$ cat src/rtl/rsq_pkg.sv
// ----------------------------------------------------------------------------
// rsq_pkg
// shared widths, register indexes, channel mode codes and helper functions
// for the resampling requantizer
// ----------------------------------------------------------------------------
package rsq_pkg;

    // sample format
    localparam int SAMPLE_WIDTH = 24;
    localparam int FRAC_W       = SAMPLE_WIDTH - 1;
    localparam int MAX_REPEATS  = 8;

    // configuration register widths
    localparam int STEP_W     = 21;
    localparam int QBITS_W    = 5;
    localparam int MODE_W     = 2;
    localparam int GAIN_W     = 8;
    localparam int CFG_IDX_W  = 3;
    localparam int CFG_DATA_W = 21;

    // quantizer
    localparam int QB_MAX     = 24;
    localparam int GAIN_UNITY = 100;

    // phase accumulator, 5.16
    localparam int PHASE_W    = 21;
    localparam int PHASE_FRAC = 16;
    localparam int PHASE_ONE  = 65536;

    // register indexes
    localparam logic [CFG_IDX_W-1:0] REG_STEP_RATIO   = 3'd0;
    localparam logic [CFG_IDX_W-1:0] REG_QUANT_BITS   = 3'd1;
    localparam logic [CFG_IDX_W-1:0] REG_CHANNEL_MODE = 3'd2;
    localparam logic [CFG_IDX_W-1:0] REG_GAIN_LEFT    = 3'd3;
    localparam logic [CFG_IDX_W-1:0] REG_GAIN_RIGHT   = 3'd4;

    // register reset values
    localparam logic [STEP_W-1:0]  STEP_RESET  = STEP_W'(65536);
    localparam logic [QBITS_W-1:0] QBITS_RESET = QBITS_W'(16);
    localparam logic [GAIN_W-1:0]  GAIN_RESET  = GAIN_W'(GAIN_UNITY);

    // channel modes
    localparam logic [MODE_W-1:0] MODE_MONO        = 2'd0;
    localparam logic [MODE_W-1:0] MODE_MONO_STEREO = 2'd1;
    localparam logic [MODE_W-1:0] MODE_STEREO      = 2'd2;
    localparam logic [MODE_W-1:0] MODE_STEREO_MONO = 2'd3;
    localparam logic [MODE_W-1:0] MODE_RESET       = MODE_STEREO;

    // lane datapath widths
    localparam int P1_W = SAMPLE_WIDTH + QB_MAX;     // sample * levels
    localparam int P2_W = P1_W + 9;                  // times gain
    localparam int Y_W  = SAMPLE_WIDTH + 2;          // rescaled sample
    localparam int SUM_W = Y_W + 1;                  // sum of two lanes

    // iterative divider
    localparam int DIV_STEP   = 3;
    localparam int DIV_D_W    = (SAMPLE_WIDTH + 6 > QB_MAX) ? SAMPLE_WIDTH + 6 : QB_MAX;
    localparam int DIV_Q_RAW  = (QB_MAX + 3 > SAMPLE_WIDTH + 2) ? QB_MAX + 3 : SAMPLE_WIDTH + 2;
    localparam int DIV_CYCLES = (DIV_Q_RAW + DIV_STEP - 1) / DIV_STEP;
    localparam int DIV_Q_W    = DIV_CYCLES * DIV_STEP;
    localparam int DIV_N_W    = DIV_D_W + DIV_Q_W;
    localparam int DIV_CNT_W  = $clog2(DIV_CYCLES);

    // percent scale 100 * 2^frac as divisor
    localparam logic [DIV_D_W-1:0] PCT_SCALE = DIV_D_W'(GAIN_UNITY) << FRAC_W;

    // repeat counter
    localparam int RPT_W = (MAX_REPEATS > 1) ? $clog2(MAX_REPEATS) : 1;

    typedef struct packed {
        logic                            start;
        logic signed [SAMPLE_WIDTH-1:0]  sample;
        logic [GAIN_W-1:0]               gain;
        logic [QB_MAX-1:0]               levels;
    } lane_req_t;

    // 2^b - 1 with b clamped to 1..QB_MAX
    function automatic logic [QB_MAX-1:0] levels_for(input logic [QBITS_W-1:0] bits);
        logic [QBITS_W-1:0] b;
        b = bits;
        if (b == '0) begin
            b = QBITS_W'(1);
        end else if (b > QBITS_W'(QB_MAX)) begin
            b = QBITS_W'(QB_MAX);
        end
        return ~({QB_MAX{1'b1}} << b);
    endfunction

    // clamp to the signed sample range
    function automatic logic signed [SAMPLE_WIDTH-1:0] sat_sample(
        input logic signed [SUM_W-1:0] v
    );
        logic [SUM_W-SAMPLE_WIDTH:0] top;
        top = v[SUM_W-1:SAMPLE_WIDTH-1];
        if (top == '0 || top == '1) begin
            return v[SAMPLE_WIDTH-1:0];
        end else if (v[SUM_W-1]) begin
            return {1'b1, {(SAMPLE_WIDTH-1){1'b0}}};
        end else begin
            return {1'b0, {(SAMPLE_WIDTH-1){1'b1}}};
        end
    endfunction

endpackage

$ cat src/rtl/rsq_merge.sv
// ----------------------------------------------------------------------------
// rsq_merge
// combines the two lane results by channel mode and saturates
// ----------------------------------------------------------------------------
module rsq_merge
    import rsq_pkg::*;
(
    input  logic                           aclk,
    input  logic                           load,
    input  logic [MODE_W-1:0]              mode,
    input  logic signed [Y_W-1:0]          y_left,
    input  logic signed [Y_W-1:0]          y_right,
    output logic signed [SAMPLE_WIDTH-1:0] out_left,
    output logic signed [SAMPLE_WIDTH-1:0] out_right
);

    logic signed [SAMPLE_WIDTH-1:0] left_reg;
    logic signed [SAMPLE_WIDTH-1:0] right_reg;
    logic signed [SAMPLE_WIDTH-1:0] left_next;
    logic signed [SAMPLE_WIDTH-1:0] right_next;
    logic signed [SUM_W-1:0]        sum;

    assign sum = SUM_W'(y_left) + SUM_W'(y_right);

    always_comb begin
        left_next  = sat_sample(SUM_W'(y_left));
        right_next = '0;
        case (mode)
            MODE_MONO: begin
            end
            MODE_MONO_STEREO, MODE_STEREO: begin
                right_next = sat_sample(SUM_W'(y_right));
            end
            MODE_STEREO_MONO: begin
                left_next = sat_sample(sum);
            end
            default: begin
            end
        endcase
    end

    always_ff @(posedge aclk) begin
        if (load) begin
            left_reg  <= left_next;
            right_reg <= right_next;
        end
    end

    assign out_left  = left_reg;
    assign out_right = right_reg;

endmodule

$ cat config.mk
export PLATFORM = sky130hd
export DESIGN_NAME = rsq_merge
export DESIGN_NICKNAME = d
export VERILOG_FILES = /design/src/rtl/rsq_pkg.sv /design/src/rtl/rsq_merge.sv
export SDC_FILE = /design/constraint.sdc
export NUM_CORES = 1
export LEC_CHECK = 0
export ABC_AREA = 1
export BUFFER_PORTS_ARGS = -buffer_cell sky130_fd_sc_hd__buf_2
export CAP_MARGIN = 20
export CORE_UTILIZATION = 42
export CTS_CLUSTER_SIZE = 10
export DETAILED_ROUTE_END_ITERATION = 12
export PLACE_DENSITY = 0.71
export SLEW_MARGIN = 25
export SYNTH_ARGS = -nofsm -noshare
export SYNTH_HDL_FRONTEND = slang
export SYNTH_SLANG_ARGS = --single-unit
$ cat constraint.sdc
create_clock -name aclk -period 5.4 [get_ports aclk]
set_input_delay 0.81 -clock aclk [delete_from_list [all_inputs] [get_ports aclk]]
set_output_delay 0.81 -clock aclk [all_outputs]
set_load 0.03 [all_outputs]
Yosys cells after proc, flatten, opt, wreduce, memory -nomap -nowiden:

Index checks and enable logic that the tools add are counted.

* $add $sub $neg: 1
* reduce and logical (&&, ||, !) cells: 7
* equal/unequal tests: 6
* mux-type cells: 7

Operator list (count)
* 24-bit 2-to-1 mux: 7
* 26-bit by 26-bit adder with 27-bit output: 1
* 4-bit equality test, second input constant: 3
* 4-bit logical NOT: 3
* 2-bit equality test, second input constant: 2
* 1-bit logical OR: 3
* 2-bit by 1-bit equality test with 1-bit output, second input constant: 1
* 2-bit OR reduction: 1

* bits of input ports: 56
* output and inout bits: 48
* bits in registers: 48
* logic and storage cells: 23

Depth between registers and ports, before layout:

* word-level depth: 5
* depth in mapped cells: 19
* mapped depth without buffers: 18

Worst setup path after synthesis:

No wires, ideal clock.

* kind: in2reg
* from: input y_left[0]
* to: register left_reg[10] (netlist: out_left[10]), data pin
* path slack: 2.482 ns
* buffers on the path: 1
* required time: 5.144 ns
* data arrival time: 2.662 ns
* stages: 18
* library setup time: 0.256 ns
* cell sequence: ha_1 -> inv_1 -> fa_1 -> inv_1 -> nand3_1 -> nand3_1 -> nand2_1 -> nand2_1 -> nand2_2 -> nand3_2 -> nand2_2 -> nand2_2 -> nand2_2 -> o21ai_4 -> buf_6 -> nand2_1 -> nand2_1 -> nand2_1

* word-level cells in the longest chain between the ends: 5
* elaborated cells between the ends (all ways): 7
* those cells by class: add/sub: 1; eq/ne: 1; mux: 3; reduce/logical: 2

Ends and longest elaborated chain
* start: declaration: line rsq_merge.sv:11 `input logic signed [Y_W-1:0] y_left,`
* 26-bit by 26-bit adder with 27-bit output (*): line rsq_merge.sv:23 `assign sum = SUM_W'(y_left) + SUM_W'(y_right);`
* 4-bit equality test / 4-bit logical NOT (equally long branches): line rsq_pkg.sv:95 `if (top == '0 || top == '1) begin`
* 1-bit logical OR: line rsq_pkg.sv:95
* 24-bit 2-to-1 mux (*): line rsq_pkg.sv:95
* 24-bit 2-to-1 mux (*): line rsq_merge.sv:28 `case (mode)`
* net left_next[10]: line rsq_merge.sv:19 `logic signed [SAMPLE_WIDTH-1:0] left_next;`
* end signal: assignment: line rsq_merge.sv:44 `left_reg <= left_next;`
* end: declaration: line rsq_merge.sv:17 `logic signed [SAMPLE_WIDTH-1:0] left_reg;`

The timed path passes the listed nets; every way through them passes the cells marked *.
A chain may end at the register's enable or synchronous reset.

Worst setup path in the final report:

* from: input y_left[0]
* to: register left_reg[14] (netlist: out_left[14]), data pin

The elaborated chain is that of the path after synthesis.

==> summary.txt <==
Status
  • Outcome: complete, no violations

Detailed routing
  • Drt pass-1 iters: 5
  • WL final: 12.2 mm
  • Avg WL per Cell: 14.5 um
  • Detail Route Antenna Nets: 0
  • DRC violations left: 0
  • Via count: 4,197
  • Drt initial violations: 211
  • Vias per Instance: 4.99

Global route
  • First-pass GRT wire length: 19.5 mm
  • Largest net degree at the start of global routing: 49
  • GR Overflow Total: 0
  • Vias in the first global route: 3,816
  • GRT Total Usage: 0.226
  • Initial antenna violation count: 0

Die
  • Initial Util: 0.441
  • # IOs: 104
  • Row cnt: 36
  • Die Wd: 104 um
  • Die area: 0.0109 mm^2
  • Core Region: 0.00995 mm^2
  • DIE HEIGHT: 104 um

Cells and area
  • Final core occ: 0.511
  • Share of post-route cells with drive strength above 1: 0.249
  • Non-filler instance count after layout: 841
  • N_diodes: 0
  • Area Growth Syn to Fin: 15.8%
  • Layout net count: 791

Timing
  • Min Hold Slack: 0.799 ns
  • Final Hold Viols: 0
  • Slew Viols, Final: 0
  • Fmax achieved: 299 MHz
  • Setup tns final: 0 ns
  • Worst-margin pin slew: 0.718 ns
  • RSZ-0062 raised after global routing: false
  • Min Tclk post-route: 3.35 ns
  • Final period util: 0.620
  • Max_slew headroom: 0.519
  • Setup violations, final: 0

Clocking
  • CTS Root Buffer Type: clkbuf_8
  • CTS Hold Bufs: 0
  • CTS max path bufs: 2
  • CTS Buf Count: 5
  • Reg clk slew, reported paths: 0.11 ns
  • Post-CTS sizing: 0
  • H-tree Lvls: 2
  • CTS tree: done
  • Clk sink count: 48
  • Post-CTS Setup Bufs: 0

Synth
  • Sequential-to-total area share from yosys stat: 0.328
  • Share of the synthesized area in the top cell type: 0.328
  • Async S/R FF share, synth: 0
  • Synth top cells by count: nand2_1, inv_1, nor2_1
  • Synth warnings: 0
  • Ys flop type: edfxtp_1
  • Cells after synthesis: 612
  • Top post-synthesis cells by area: edfxtp_1, nand2_1, ha_1, inv_1, nand3_2
  • Synth cell types: 33
  • Cell taking the most area after synthesis: edfxtp_1
  • Synthesized area per cell: 7.17 um^2
  • Yosys reg bits: 48
  • Post-synth EDFFs: 48
  • Count leader, synth: nand2_1
  • Netlist area before placement: 0.00439 mm^2
  • Post-synthesis net count: 696

Worst hold path
  • Hold/Removal Path Class: input port to register

Pwr
  • LEAKAGE: 2.57 nW
  • Maximum VDD drop: 97.7 uV
  • Pwr per Cell Area: 256 mW/mm^2

Worst setup path
  • Top cell by count, worst path: nand2_1
  • Setup crit end kind: register
  • WS Path Type: input port to register
  • CP Data Required Time: 5.46 ns
  • CP peak stage delay: 0.57 ns
  • WP data arrival: 3.41 ns
  • Crit path max fanout: 23
  • Worst Setup Start Kind: input port
  • Crit path max-delay cell type: o21ai_4
  • Critical path cell sequence: buf_2 > ha_1 > inv_1 > fa_1 > inv_1 > nand3_1 > nand3_1 > nand2_1 > nand2_1 > nand2_2 > nand3_2 > nand2_2 > nand2_2 > nand2_2 > o21ai_4 > nand2_1 > nand2_1 > nand2_1

Placed design
  • Port Buffer Count: 103
  • Dpl hpwl: 9.30 mm
  • Placed insts: 833
  • GP Congestion: 0.878

Run
  • Number of max-cap violations: 0
-- sequential cells by signal, summed over array words and instances, names as in the netlist --
signal     cells
out_left      24
out_right     24
-- critical path, delay by kind of cell --
| family | cells | cell delay (ns) |
|---|---|---|
| buffers and inverters | 3 | 0.28 |
| adder cells (fa/ha/maj) | 2 | 0.62 |
| AO/OA/AOI/OAI | 1 | 0.57 |
| AND/OR/NAND/NOR | 12 | 1.10 |
-- cell type report --
type / instances / area (um^2)
Tap cell: 133 / 166
Clock buffer: 6 / 72.6
Clock inverter: 2 / 35.0
Multi-Input combinational cell: 469 / 2530
Sequential cell: 48 / 1440
Inverter: 75 / 282
Fill cell: 1007 / 4870
Timing Repair Buffer: 108 / 556
-- layout by cell type (no fill, tap or decap), types with 5 or more instances in the layout --
cell and n:
xor2_1 10, clkbuf_8 5, ha_1 27, nand4_1 6
nand3_1 18, buf_4 6, buf_2 102, inv_1 71
nand2_2 18, nand3_2 26, a21oi_1 39, nor2_2 6
edfxtp_1 48, nand2_1 204, xnor2_1 9, nor2_1 61
o21ai_0 25
-- cell families (layout without fill, tap and decap cells) --
group,after synthesis,in the layout,share of synthesized area
AO/OA/AOI/OAI,73,73,0.0895
XOR/XNOR,19,19,0.0379
adder cells (fa/ha/maj),28,28,0.0815
buffers and inverters,95,191,0.0960
flip-flops,48,48,0.328
AND/OR/NAND/NOR,349,349,0.367
-- through the flow --
step           setup slack (ns)  total power (W)  instance area [um^2]
4_1_cts                    2.12          0.00131                  5080
6_report                   2.05          0.00130                  5080
3_3_place_gp               1.94          0.00103                  4970
5_1_grt                    1.82          0.00137                  5080
3_5_place_dp               1.80          0.00103                  4970
2_1_floorplan              2.48         0.000911                  4390
-- path summary, 6_finish.rpt --
| path | from | endpoint | slack [ns] | cells after the start |
|---|---|---|---|---|
| worst max-delay path | y_left[0] | out_left[14] | 2.05 | 18 |
| worst min-delay path | y_right[13] | out_right[13] | 0.80 | 3 |
-- power breakdown --
| group | internal, W | switching, W |
|---|---|---|
| Combinational | 0.000169 | 0.000389 |
| Clock | 0.000138 | 0.000134 |
| Sequential | 0.000460 | 0.00000903 |
| Total | 0.000767 | 0.000532 |
-- routing by layer --
metal / track usage / vias up / part of all wire
met3: 0.0201 / 7 / 0.043
met2: 0.365 / 115 / 0.45
met5: 0 / - / 0
met4: 0.0429 / 0 / 0.0074
met1: 0.328 / 1918 / 0.50
li1: - / 2157 / -
No activity file was read; power rests on OpenSTA's default activity.
