--- src/rtl/rsq_pkg.sv ---
// ----------------------------------------------------------------------------
// rsq_pkg
// shared widths, register indexes, channel mode codes and helper functions
// for the resampling requantizer
// ----------------------------------------------------------------------------
package rsq_pkg;

    // sample format
    localparam int SAMPLE_WIDTH = 24;
    localparam int FRAC_W       = SAMPLE_WIDTH - 1;
    localparam int MAX_REPEATS  = 8;

    // configuration register widths
    localparam int STEP_W     = 21;
    localparam int QBITS_W    = 5;
    localparam int MODE_W     = 2;
    localparam int GAIN_W     = 8;
    localparam int CFG_IDX_W  = 3;
    localparam int CFG_DATA_W = 21;

    // quantizer
    localparam int QB_MAX     = 24;
    localparam int GAIN_UNITY = 100;

    // phase accumulator, 5.16
    localparam int PHASE_W    = 21;
    localparam int PHASE_FRAC = 16;
    localparam int PHASE_ONE  = 65536;

    // register indexes
    localparam logic [CFG_IDX_W-1:0] REG_STEP_RATIO   = 3'd0;
    localparam logic [CFG_IDX_W-1:0] REG_QUANT_BITS   = 3'd1;
    localparam logic [CFG_IDX_W-1:0] REG_CHANNEL_MODE = 3'd2;
    localparam logic [CFG_IDX_W-1:0] REG_GAIN_LEFT    = 3'd3;
    localparam logic [CFG_IDX_W-1:0] REG_GAIN_RIGHT   = 3'd4;

    // register reset values
    localparam logic [STEP_W-1:0]  STEP_RESET  = STEP_W'(65536);
    localparam logic [QBITS_W-1:0] QBITS_RESET = QBITS_W'(16);
    localparam logic [GAIN_W-1:0]  GAIN_RESET  = GAIN_W'(GAIN_UNITY);

    // channel modes
    localparam logic [MODE_W-1:0] MODE_MONO        = 2'd0;
    localparam logic [MODE_W-1:0] MODE_MONO_STEREO = 2'd1;
    localparam logic [MODE_W-1:0] MODE_STEREO      = 2'd2;
    localparam logic [MODE_W-1:0] MODE_STEREO_MONO = 2'd3;
    localparam logic [MODE_W-1:0] MODE_RESET       = MODE_STEREO;

    // lane datapath widths
    localparam int P1_W = SAMPLE_WIDTH + QB_MAX;     // sample * levels
    localparam int P2_W = P1_W + 9;                  // times gain
    localparam int Y_W  = SAMPLE_WIDTH + 2;          // rescaled sample
    localparam int SUM_W = Y_W + 1;                  // sum of two lanes

    // iterative divider
    localparam int DIV_STEP   = 3;
    localparam int DIV_D_W    = (SAMPLE_WIDTH + 6 > QB_MAX) ? SAMPLE_WIDTH + 6 : QB_MAX;
    localparam int DIV_Q_RAW  = (QB_MAX + 3 > SAMPLE_WIDTH + 2) ? QB_MAX + 3 : SAMPLE_WIDTH + 2;
    localparam int DIV_CYCLES = (DIV_Q_RAW + DIV_STEP - 1) / DIV_STEP;
    localparam int DIV_Q_W    = DIV_CYCLES * DIV_STEP;
    localparam int DIV_N_W    = DIV_D_W + DIV_Q_W;
    localparam int DIV_CNT_W  = $clog2(DIV_CYCLES);

    // percent scale 100 * 2^frac as divisor
    localparam logic [DIV_D_W-1:0] PCT_SCALE = DIV_D_W'(GAIN_UNITY) << FRAC_W;

    // repeat counter
    localparam int RPT_W = (MAX_REPEATS > 1) ? $clog2(MAX_REPEATS) : 1;

    typedef struct packed {
        logic                            start;
        logic signed [SAMPLE_WIDTH-1:0]  sample;
        logic [GAIN_W-1:0]               gain;
        logic [QB_MAX-1:0]               levels;
    } lane_req_t;

    // 2^b - 1 with b clamped to 1..QB_MAX
    function automatic logic [QB_MAX-1:0] levels_for(input logic [QBITS_W-1:0] bits);
        logic [QBITS_W-1:0] b;
        b = bits;
        if (b == '0) begin
            b = QBITS_W'(1);
        end else if (b > QBITS_W'(QB_MAX)) begin
            b = QBITS_W'(QB_MAX);
        end
        return ~({QB_MAX{1'b1}} << b);
    endfunction

    // clamp to the signed sample range
    function automatic logic signed [SAMPLE_WIDTH-1:0] sat_sample(
        input logic signed [SUM_W-1:0] v
    );
        logic [SUM_W-SAMPLE_WIDTH:0] top;
        top = v[SUM_W-1:SAMPLE_WIDTH-1];
        if (top == '0 || top == '1) begin
            return v[SAMPLE_WIDTH-1:0];
        end else if (v[SUM_W-1]) begin
            return {1'b1, {(SAMPLE_WIDTH-1){1'b0}}};
        end else begin
            return {1'b0, {(SAMPLE_WIDTH-1){1'b1}}};
        end
    endfunction

endpackage

--- src/rtl/rsq_div.sv ---
// ----------------------------------------------------------------------------
// rsq_div
// unsigned restoring divider, DIV_STEP quotient bits per cycle
// ----------------------------------------------------------------------------
module rsq_div
    import rsq_pkg::*;
(
    input  logic                 aclk,
    input  logic                 aresetn,
    input  logic                 start,
    input  logic [DIV_N_W-1:0]   dividend,
    input  logic [DIV_D_W-1:0]   divisor,
    output logic                 done,
    output logic [DIV_Q_W-1:0]   quotient
);

    logic [DIV_D_W-1:0]   rem_reg;
    logic [DIV_D_W-1:0]   rem_next;
    logic [DIV_Q_W-1:0]   acc_reg;
    logic [DIV_Q_W-1:0]   acc_next;
    logic [DIV_D_W-1:0]   dsr_reg;
    logic [DIV_CNT_W-1:0] cnt_reg;
    logic                 busy_reg;
    logic                 done_reg;

    // dividend bits leave acc at the top while quotient bits enter at the bottom
    always_comb begin
        logic [DIV_D_W:0] trial;
        logic             qbit;
        rem_next = rem_reg;
        acc_next = acc_reg;
        for (int i = 0; i < DIV_STEP; i++) begin
            trial = {rem_next, acc_next[DIV_Q_W-1]};
            if (trial >= {1'b0, dsr_reg}) begin
                trial = trial - {1'b0, dsr_reg};
                qbit  = 1'b1;
            end else begin
                qbit  = 1'b0;
            end
            rem_next = trial[DIV_D_W-1:0];
            acc_next = {acc_next[DIV_Q_W-2:0], qbit};
        end
    end

    always_ff @(posedge aclk) begin
        if (!aresetn) begin
            busy_reg <= 1'b0;
            done_reg <= 1'b0;
            cnt_reg  <= '0;
        end else begin
            done_reg <= 1'b0;
            if (start) begin
                busy_reg <= 1'b1;
                cnt_reg  <= '0;
            end else if (busy_reg) begin
                cnt_reg <= cnt_reg + 1'b1;
                if (cnt_reg == DIV_CNT_W'(DIV_CYCLES - 1)) begin
                    busy_reg <= 1'b0;
                    done_reg <= 1'b1;
                end
            end
        end
    end

    always_ff @(posedge aclk) begin
        if (start) begin
            rem_reg <= dividend[DIV_N_W-1 -: DIV_D_W];
            acc_reg <= dividend[DIV_Q_W-1:0];
            dsr_reg <= divisor;
        end else if (busy_reg) begin
            rem_reg <= rem_next;
            acc_reg <= acc_next;
        end
    end

    assign done     = done_reg;
    assign quotient = acc_reg;

endmodule

--- src/rtl/rsq_lane.sv ---
// ----------------------------------------------------------------------------
// rsq_lane
// one requantizer lane: scale by levels and gain, floor divide by the
// percent scale, then rescale by floor divide by the level count
// ----------------------------------------------------------------------------
module rsq_lane
    import rsq_pkg::*;
(
    input  logic                  aclk,
    input  logic                  aresetn,
    input  lane_req_t             req,
    output logic                  done,
    output logic signed [Y_W-1:0] y
);

    localparam logic [2:0] L_IDLE      = 3'd0;
    localparam logic [2:0] L_MUL1      = 3'd1;
    localparam logic [2:0] L_MUL2      = 3'd2;
    localparam logic [2:0] L_DIV1_GO   = 3'd3;
    localparam logic [2:0] L_DIV1_WAIT = 3'd4;
    localparam logic [2:0] L_DIV2_GO   = 3'd5;
    localparam logic [2:0] L_DIV2_WAIT = 3'd6;

    logic [2:0]                     state_reg;
    logic [2:0]                     state_next;
    logic signed [SAMPLE_WIDTH-1:0] x_reg;
    logic [GAIN_W-1:0]              gain_reg;
    logic [QB_MAX-1:0]              levels_reg;
    logic signed [P1_W-1:0]         p1_reg;
    logic signed [P2_W-1:0]         p2_reg;
    logic                           neg_reg;
    logic signed [Y_W-1:0]          y_reg;
    logic                           done_reg;

    logic                           div_start;
    logic [DIV_N_W-1:0]             div_dividend;
    logic [DIV_D_W-1:0]             div_divisor;
    logic                           div_done;
    logic [DIV_Q_W-1:0]             div_quo;
    logic [DIV_N_W-1:0]             p2_ext;
    logic [QB_MAX-1:0]              levels_m1;
    logic [Y_W-1:0]                 y_mag;

    assign p2_ext    = DIV_N_W'(p2_reg);
    assign levels_m1 = {levels_reg[QB_MAX-1:1], 1'b0};
    assign y_mag     = Y_W'(div_quo);

    // floor for a negative numerator: divide |n| + d - 1, then negate
    always_comb begin
        div_start    = 1'b0;
        div_dividend = p2_ext;
        div_divisor  = PCT_SCALE;
        case (state_reg)
            L_DIV1_GO: begin
                div_start = 1'b1;
                if (p2_reg[P2_W-1]) begin
                    div_dividend = DIV_N_W'(PCT_SCALE) + ~p2_ext;
                end
            end
            L_DIV2_GO: begin
                div_start    = 1'b1;
                div_divisor  = DIV_D_W'(levels_reg);
                div_dividend = (DIV_N_W'(div_quo) << FRAC_W)
                             + (neg_reg ? DIV_N_W'(levels_m1) : '0);
            end
            L_DIV2_WAIT: begin
                div_divisor = DIV_D_W'(levels_reg);
            end
            default: begin
            end
        endcase
    end

    always_comb begin
        state_next = state_reg;
        case (state_reg)
            L_IDLE:      if (req.start) state_next = L_MUL1;
            L_MUL1:      state_next = L_MUL2;
            L_MUL2:      state_next = L_DIV1_GO;
            L_DIV1_GO:   state_next = L_DIV1_WAIT;
            L_DIV1_WAIT: if (div_done) state_next = L_DIV2_GO;
            L_DIV2_GO:   state_next = L_DIV2_WAIT;
            L_DIV2_WAIT: if (div_done) state_next = L_IDLE;
            default:     state_next = L_IDLE;
        endcase
    end

    always_ff @(posedge aclk) begin
        if (!aresetn) begin
            state_reg <= L_IDLE;
            done_reg  <= 1'b0;
        end else begin
            state_reg <= state_next;
            done_reg  <= (state_reg == L_DIV2_WAIT) && div_done;
        end
    end

    always_ff @(posedge aclk) begin
        if (state_reg == L_IDLE && req.start) begin
            x_reg      <= req.sample;
            gain_reg   <= req.gain;
            levels_reg <= req.levels;
        end
        if (state_reg == L_MUL1) begin
            p1_reg <= P1_W'(x_reg) * P1_W'($signed({1'b0, levels_reg}));
        end
        if (state_reg == L_MUL2) begin
            p2_reg <= P2_W'(p1_reg) * P2_W'($signed({1'b0, gain_reg}));
        end
        if (state_reg == L_DIV1_GO) begin
            neg_reg <= p2_reg[P2_W-1];
        end
        if (state_reg == L_DIV2_WAIT && div_done) begin
            y_reg <= neg_reg ? -$signed(y_mag) : $signed(y_mag);
        end
    end

    rsq_div u_div (
        .aclk     (aclk),
        .aresetn  (aresetn),
        .start    (div_start),
        .dividend (div_dividend),
        .divisor  (div_divisor),
        .done     (div_done),
        .quotient (div_quo)
    );

    assign done = done_reg;
    assign y    = y_reg;

endmodule

--- config.mk ---
export PLATFORM = sky130hd
export DESIGN_NAME = rsq_lane
export DESIGN_NICKNAME = d
export VERILOG_FILES = /design/src/rtl/rsq_pkg.sv /design/src/rtl/rsq_div.sv /design/src/rtl/rsq_lane.sv
export SDC_FILE = /design/constraint.sdc
export NUM_CORES = 2
export LEC_CHECK = 0
export CAP_MARGIN = 10
export CORE_MARGIN = 1.5
export CORE_UTILIZATION = 35
export CTS_CLUSTER_DIAMETER = 80
export DETAILED_ROUTE_END_ITERATION = 10
export DONT_BUFFER_PORTS = 1
export HOLD_SLACK_MARGIN = 0.12
export MAX_ROUTING_LAYER = met4
export REMOVE_ABC_BUFFERS = 1
export SETUP_SLACK_MARGIN = 0.15
export SLEW_MARGIN = 10
export SYNTH_ARGS = -nofsm -noshare
export SYNTH_HDL_FRONTEND = slang
export SYNTH_SLANG_ARGS = --single-unit
export TNS_END_PERCENT = 50
--- constraint.sdc ---
create_clock -name aclk -period 12.7 [get_ports aclk]
set_clock_uncertainty 0.15 [all_clocks]
set_input_delay 1.27 -clock aclk [delete_from_list [all_inputs] [get_ports aclk]]
set_output_delay 1.27 -clock aclk [all_outputs]
set_load 0.005 [all_outputs]
### Word-level counts from Yosys, hierarchy flattened

Cells that the tools add are included.
W data, S select, Z words.

* register bits after elaboration: 285
* latch bits: 0
* RAM bits: 0
* memory bits (read-only): 0
* bits of input ports: 59
* output and inout bits: 27
* word-level logic and storage cells: 74
* memories kept: 0

* add/sub/neg operators: 7
* multiply operators: 2
* divide/modulo/power cells: 0
* magnitude comparators: 3
* equality and inequality tests: 10
* shift-type cells: 0
* mux-type cells: 24
* bitwise operators: 3
* reductions and logical operators: 9

Operators with widths (count)
* $mux W30: 6
* $pmux W57 S2: 1
* $ge A31 B30 Y1: 3
* $sub A30 B30 Y30: 3
* $add A30 B57 Y57 const A: 1
* $mul A48 B9 Y57: 1
* $mux W57: 1
* $not A57 Y57: 1
* $mux W27: 2
* $add A50 B24 Y51: 1
* $mul A24 B25 Y48: 1
* $mux W26: 1
* $neg A26 Y26: 1
* $mux W24: 1
* $pmux W3 S7: 1
* $eq A3 B3 Y1 const B: 3
* $mux W3: 3
* $mux W1: 8
* $eq A3 B2 Y1 const B: 2
* $reduce_or A2 Y1: 3
* $add A4 B1 Y4 const B: 1
* $eq A4 B4 Y1 const B: 1
* $ne A2 B1 Y1 const B: 2
* $eq A3 B1 Y1 const B: 1
* 7 further kinds: 9

### Depth between registers and ports, before layout

* word-level depth: 8
* depth in mapped cells: 42
* depth with buffers taken out: 39

### Cells and area by module

Synthesis repeated with hierarchy kept, for this count alone.

* cell total of the unflattened synthesis: 5440
* area total of the unflattened synthesis: 50368.3 um^2

By module, submodules not included
* rsq_lane: times used 1, cells each 4418, area an instance 40878.0 um^2, sequential area each 5725.5 um^2
* rsq_div: times used 1, cells each 1022, area an instance 9490.4 um^2, sequential area each 2732.6 um^2

### Worst setup path before layout

No wires, ideal clock.

* path kind: register to register
* start point: register u_div.dsr_reg[1]
* end point: register u_div.rem_reg[25], data pin
* library setup time: 0.309 ns
* data arrival time: 8.333 ns
* required time: 12.241 ns
* path slack: 3.908 ns
* stages on the path, launching flop included: 40
* buffers on the path: 5
* clock period less this slack: 8.792 ns
* path through: edfxtp_1 -> inv_1 -> ha_1 -> nor2b_1 -> o31a_1 -> o21ai_2 -> a211oi_1 -> nor2_4 -> clkbuf_1 -> clkbuf_1 -> nand2_1 -> o21ai_0 -> ha_1 -> a21oi_1 -> or3b_2 -> o211ai_1 -> o221ai_1 -> a21o_1 -> (+4 left out) -> nand2_1 -> o21ai_0 -> inv_1 -> ha_1 -> nor2b_1 -> o21ai_0 -> a21boi_0 -> o41a_1 -> a21o_1 -> o211ai_1 -> o311ai_0 -> a41oi_1 -> nand4b_1 -> a221oi_4 -> o221ai_4 -> buf_2 -> mux2i_1 -> o22ai_1

* word-level cells in the longest chain between the ends: 8

Ends and longest elaborated chain
* start, declared: RTL line rsq_div.sv:21 `logic [DIV_D_W-1:0] dsr_reg;`
* start signal, assigned: RTL line rsq_div.sv:69 `dsr_reg <= divisor;`
* $sub A30 B30 Y30 / $ge A31 B30 Y1 (equally long branches): RTL line rsq_div.sv:35, rsq_div.sv:34
* $mux W30: RTL line rsq_div.sv:34 `if (trial >= {1'b0, dsr_reg}) begin`
* $sub A30 B30 Y30 / $ge A31 B30 Y1 (equally long branches): RTL line rsq_div.sv:35, rsq_div.sv:34
* $mux W30: RTL line rsq_div.sv:34
* $sub A30 B30 Y30 / $ge A31 B30 Y1 (equally long branches): RTL line rsq_div.sv:35, rsq_div.sv:34
* $mux W30 *: RTL line rsq_div.sv:34
* $mux W30 *: RTL line rsq_div.sv:70 `end else if (busy_reg) begin`
* $mux W30 *: RTL line rsq_div.sv:66 `if (start) begin`
* end signal, assigned: RTL line rsq_div.sv:67 `rem_reg <= dividend[DIV_N_W-1 -: DIV_D_W];`
* end signal, assigned: RTL line rsq_div.sv:71 `rem_reg <= rem_next;`
* end, declared: RTL line rsq_div.sv:17 `logic [DIV_D_W-1:0] rem_reg;`

Every way passes the cells marked *; elsewhere a longest branch is shown, timed or not. The select of a mux whose other input is x is not followed.
A chain may end at the register's enable or synchronous reset.

### Worst setup path after layout

* start point: register u_div.dsr_reg[1]
* end point: register u_div.rem_reg[29], data pin

Same word-level chain as after synthesis.

==> out/metrics.csv <==
metric,value,unit
die_area,140000,sq um
num_rows,136,
cp_max_fo,48,
critPathKind,register to register,
dp_cells,6775,
synth_cell_type_count,89,
layout_commonest_cell,inv_1,
clk_pin_slew,60,ps
final_cells,6855,
cts.sinks,280,
cts_setup_buffers,0,
setup_viol,0,
core_area,137000,sq um
syn_area,48200,sq um
syn_inst,5129,
nNetsFinal,6258,
area_growth_syn_to_layout,6.83,%
hp-class,register to register,
worst_slew_pin_slew,1220,ps
grt_antenna_before_repair,10,
firstDrtPassIters,5,
fin_crit,11350,ps
grt_pass1_vias,36300,
worstSkewPairLatency,630,ps
grt_max_degree,58,
ioPinCount,86,
async_flop_share,0,
fin_tns_setup,0,ps
critical_path.slowest_cell,a21oi_1,
cts_tree,done,
die_x,374,um
largest_reg_flops,57,
cts_buffers,40,
hold_viol,0,
overflow,0,
gp_congestion,0.933,
yosys_warnings,0,
ys.flop_type,edfxtp_1,
htree_num_levels,2,
critPathCaptureType,register,
relSlewSlack,0.190,
fmax,0.0881,GHz
floorplan.initialDensity,0.352,
via_per_inst,5.09,
synth-seq-area-share,0.172,
maxCapViolations,0,
worst_path_largest_cell_delay,560,ps
wl_per_cell,19.0,um
vias,34900,
yosys.area.top_type,fa_1,
grt_pass1_wl,208000,um
yosys.area.top_type_share,0.323,
rsz0062_at_grt,no,
ctsResizeCount,0,
slew_violations,0,
root_buffer,clkbuf_16,
avgSynthCellArea,9.41,sq um
dieHeight,374,um
drtAntennaViolNets,0,
place_hpwl,101000,um
r2r_setup_slack,1350,ps
first_iter_violations,2310,
track_usage,0.194,
hold_buffers,0,
fin_util,0.376,
port_buffers,0,
synth_area_leaders,"fa_1 32%, edfxtp_1 17%, ha_1 10%",
synth_edf_count,270,
timing.final.crit_share,0.894,
final_cell_mix,"957 x inv_1, 779 x fa_1, 596 x nand2_1",
fill_cells,13700,
postRouteWirelength,130000,um
cts_buffer_depth,3,
crit_path_start_kind,register,
status,"finished, final reports clean",
seq_area,8310,sq um
multiInputGateArea,35600,sq um
drive_gt1_frac,0.0360,
ys_ff_latch,280,
worstPathRequired,13020,ps
drc_errors,0,
crit_arrival,11670,ps
[cells in the mapped netlist (7+ instances only)]
| master | number |
|---|---|
| and3_1 | 27 |
| a31o_2 | 7 |
| o211ai_1 | 15 |
| a211oi_1 | 22 |
| a31oi_1 | 18 |
| nor3_1 | 38 |
| mux2_2 | 12 |
| a21oi_1 | 175 |
| o21bai_1 | 20 |
| xnor2_1 | 202 |
| clkbuf_1 | 189 |
| nand4_1 | 31 |
| fa_1 | 779 |
| inv_1 | 958 |
| xor2_1 | 65 |
| dfxtp_1 | 10 |
| nand3b_1 | 8 |
| or4_1 | 9 |
| and4_1 | 7 |
| nor2b_1 | 26 |
| nor2_1 | 112 |
| a21o_1 | 76 |
| o21a_1 | 24 |
| edfxtp_1 | 270 |
| mux2i_1 | 27 |
| or2_2 | 10 |
| and2_1 | 535 |
| ha_1 | 397 |
| nand3_1 | 53 |
| nand2b_1 | 51 |
| nand2_1 | 597 |
| o21ai_0 | 142 |
| a22oi_1 | 45 |
| or3_1 | 14 |
| o31ai_1 | 24 |
[worst paths after layout]
kind	from	end	depth (start not counted)
setup / recovery	u_div.dsr_reg[1]$_SDFFCE_PP0N_	u_div.rem_reg[29]$_DFFE_PP_	36
hold / removal	u_div.cnt_reg[3]$_SDFFE_PP0P_	u_div.done$_SDFF_PP0_	2
setup reg to reg	u_div.dsr_reg[1]$_SDFFCE_PP0N_	u_div.rem_reg[29]$_DFFE_PP_	36
hold reg to reg	u_div.cnt_reg[3]$_SDFFE_PP0P_	u_div.done$_SDFF_PP0_	2
[cells by family (layout without fill, tap and decap cells)]
family | Yosys count | count (layout) | synth area share
compound gates | 658 | 658 | 0.0890
xor+xnor | 267 | 267 | 0.0485
fa+ha+maj | 1176 | 1176 | 0.426
buf+inv | 1160 | 1086 | 0.0905
flops | 280 | 280 | 0.172
mux | 40 | 40 | 0.00869
other cells | 0 | 6 | 0
simple gates | 1548 | 1548 | 0.165
[worst max-delay path: cells and delay by family (launching register included)]
family | cells | cell delay [ps]
DFF | 1 | 420
AOI/OAI and AO/OA | 21 | 6430
and+or+nand+nor | 8 | 2230
buffers and inverters | 4 | 1080
adders and majority gates | 3 | 850
[through the flow]
stage	instance area (sq um)	hold slack (ps)	worst slack [ps]
6_report	51500	363	1350
2_1_floorplan	47500	328	3680
3_5_place_dp	50200	355	1600
4_1_cts	51500	368	1530
3_3_place_gp	50200	349	1710
5_1_grt	51500	414	750
[routing by layer]
metal,routed length [um],global-route usage
met3,7040,0.0253
met2,61100,0.312
met1,58600,0.258
met5,0,-
met4,3250,0.0478
[layout make-up]
cell class / count / area share
Multi-Input combinational cell: 3689 / 0.691
Inverter: 958 / 0.0698
Tap cell: 1794 / 0.0436
Antenna cell: 6 / 0.000291
Timing Repair Buffer: 54 / 0.00787
Clock inverter: 30 / 0.00670
Clock buffer: 44 / 0.0199
Sequential cell: 280 / 0.161
Power is not shown: default switching activity piles up to over one toggle a cycle in this logic, so the estimate is an artifact.
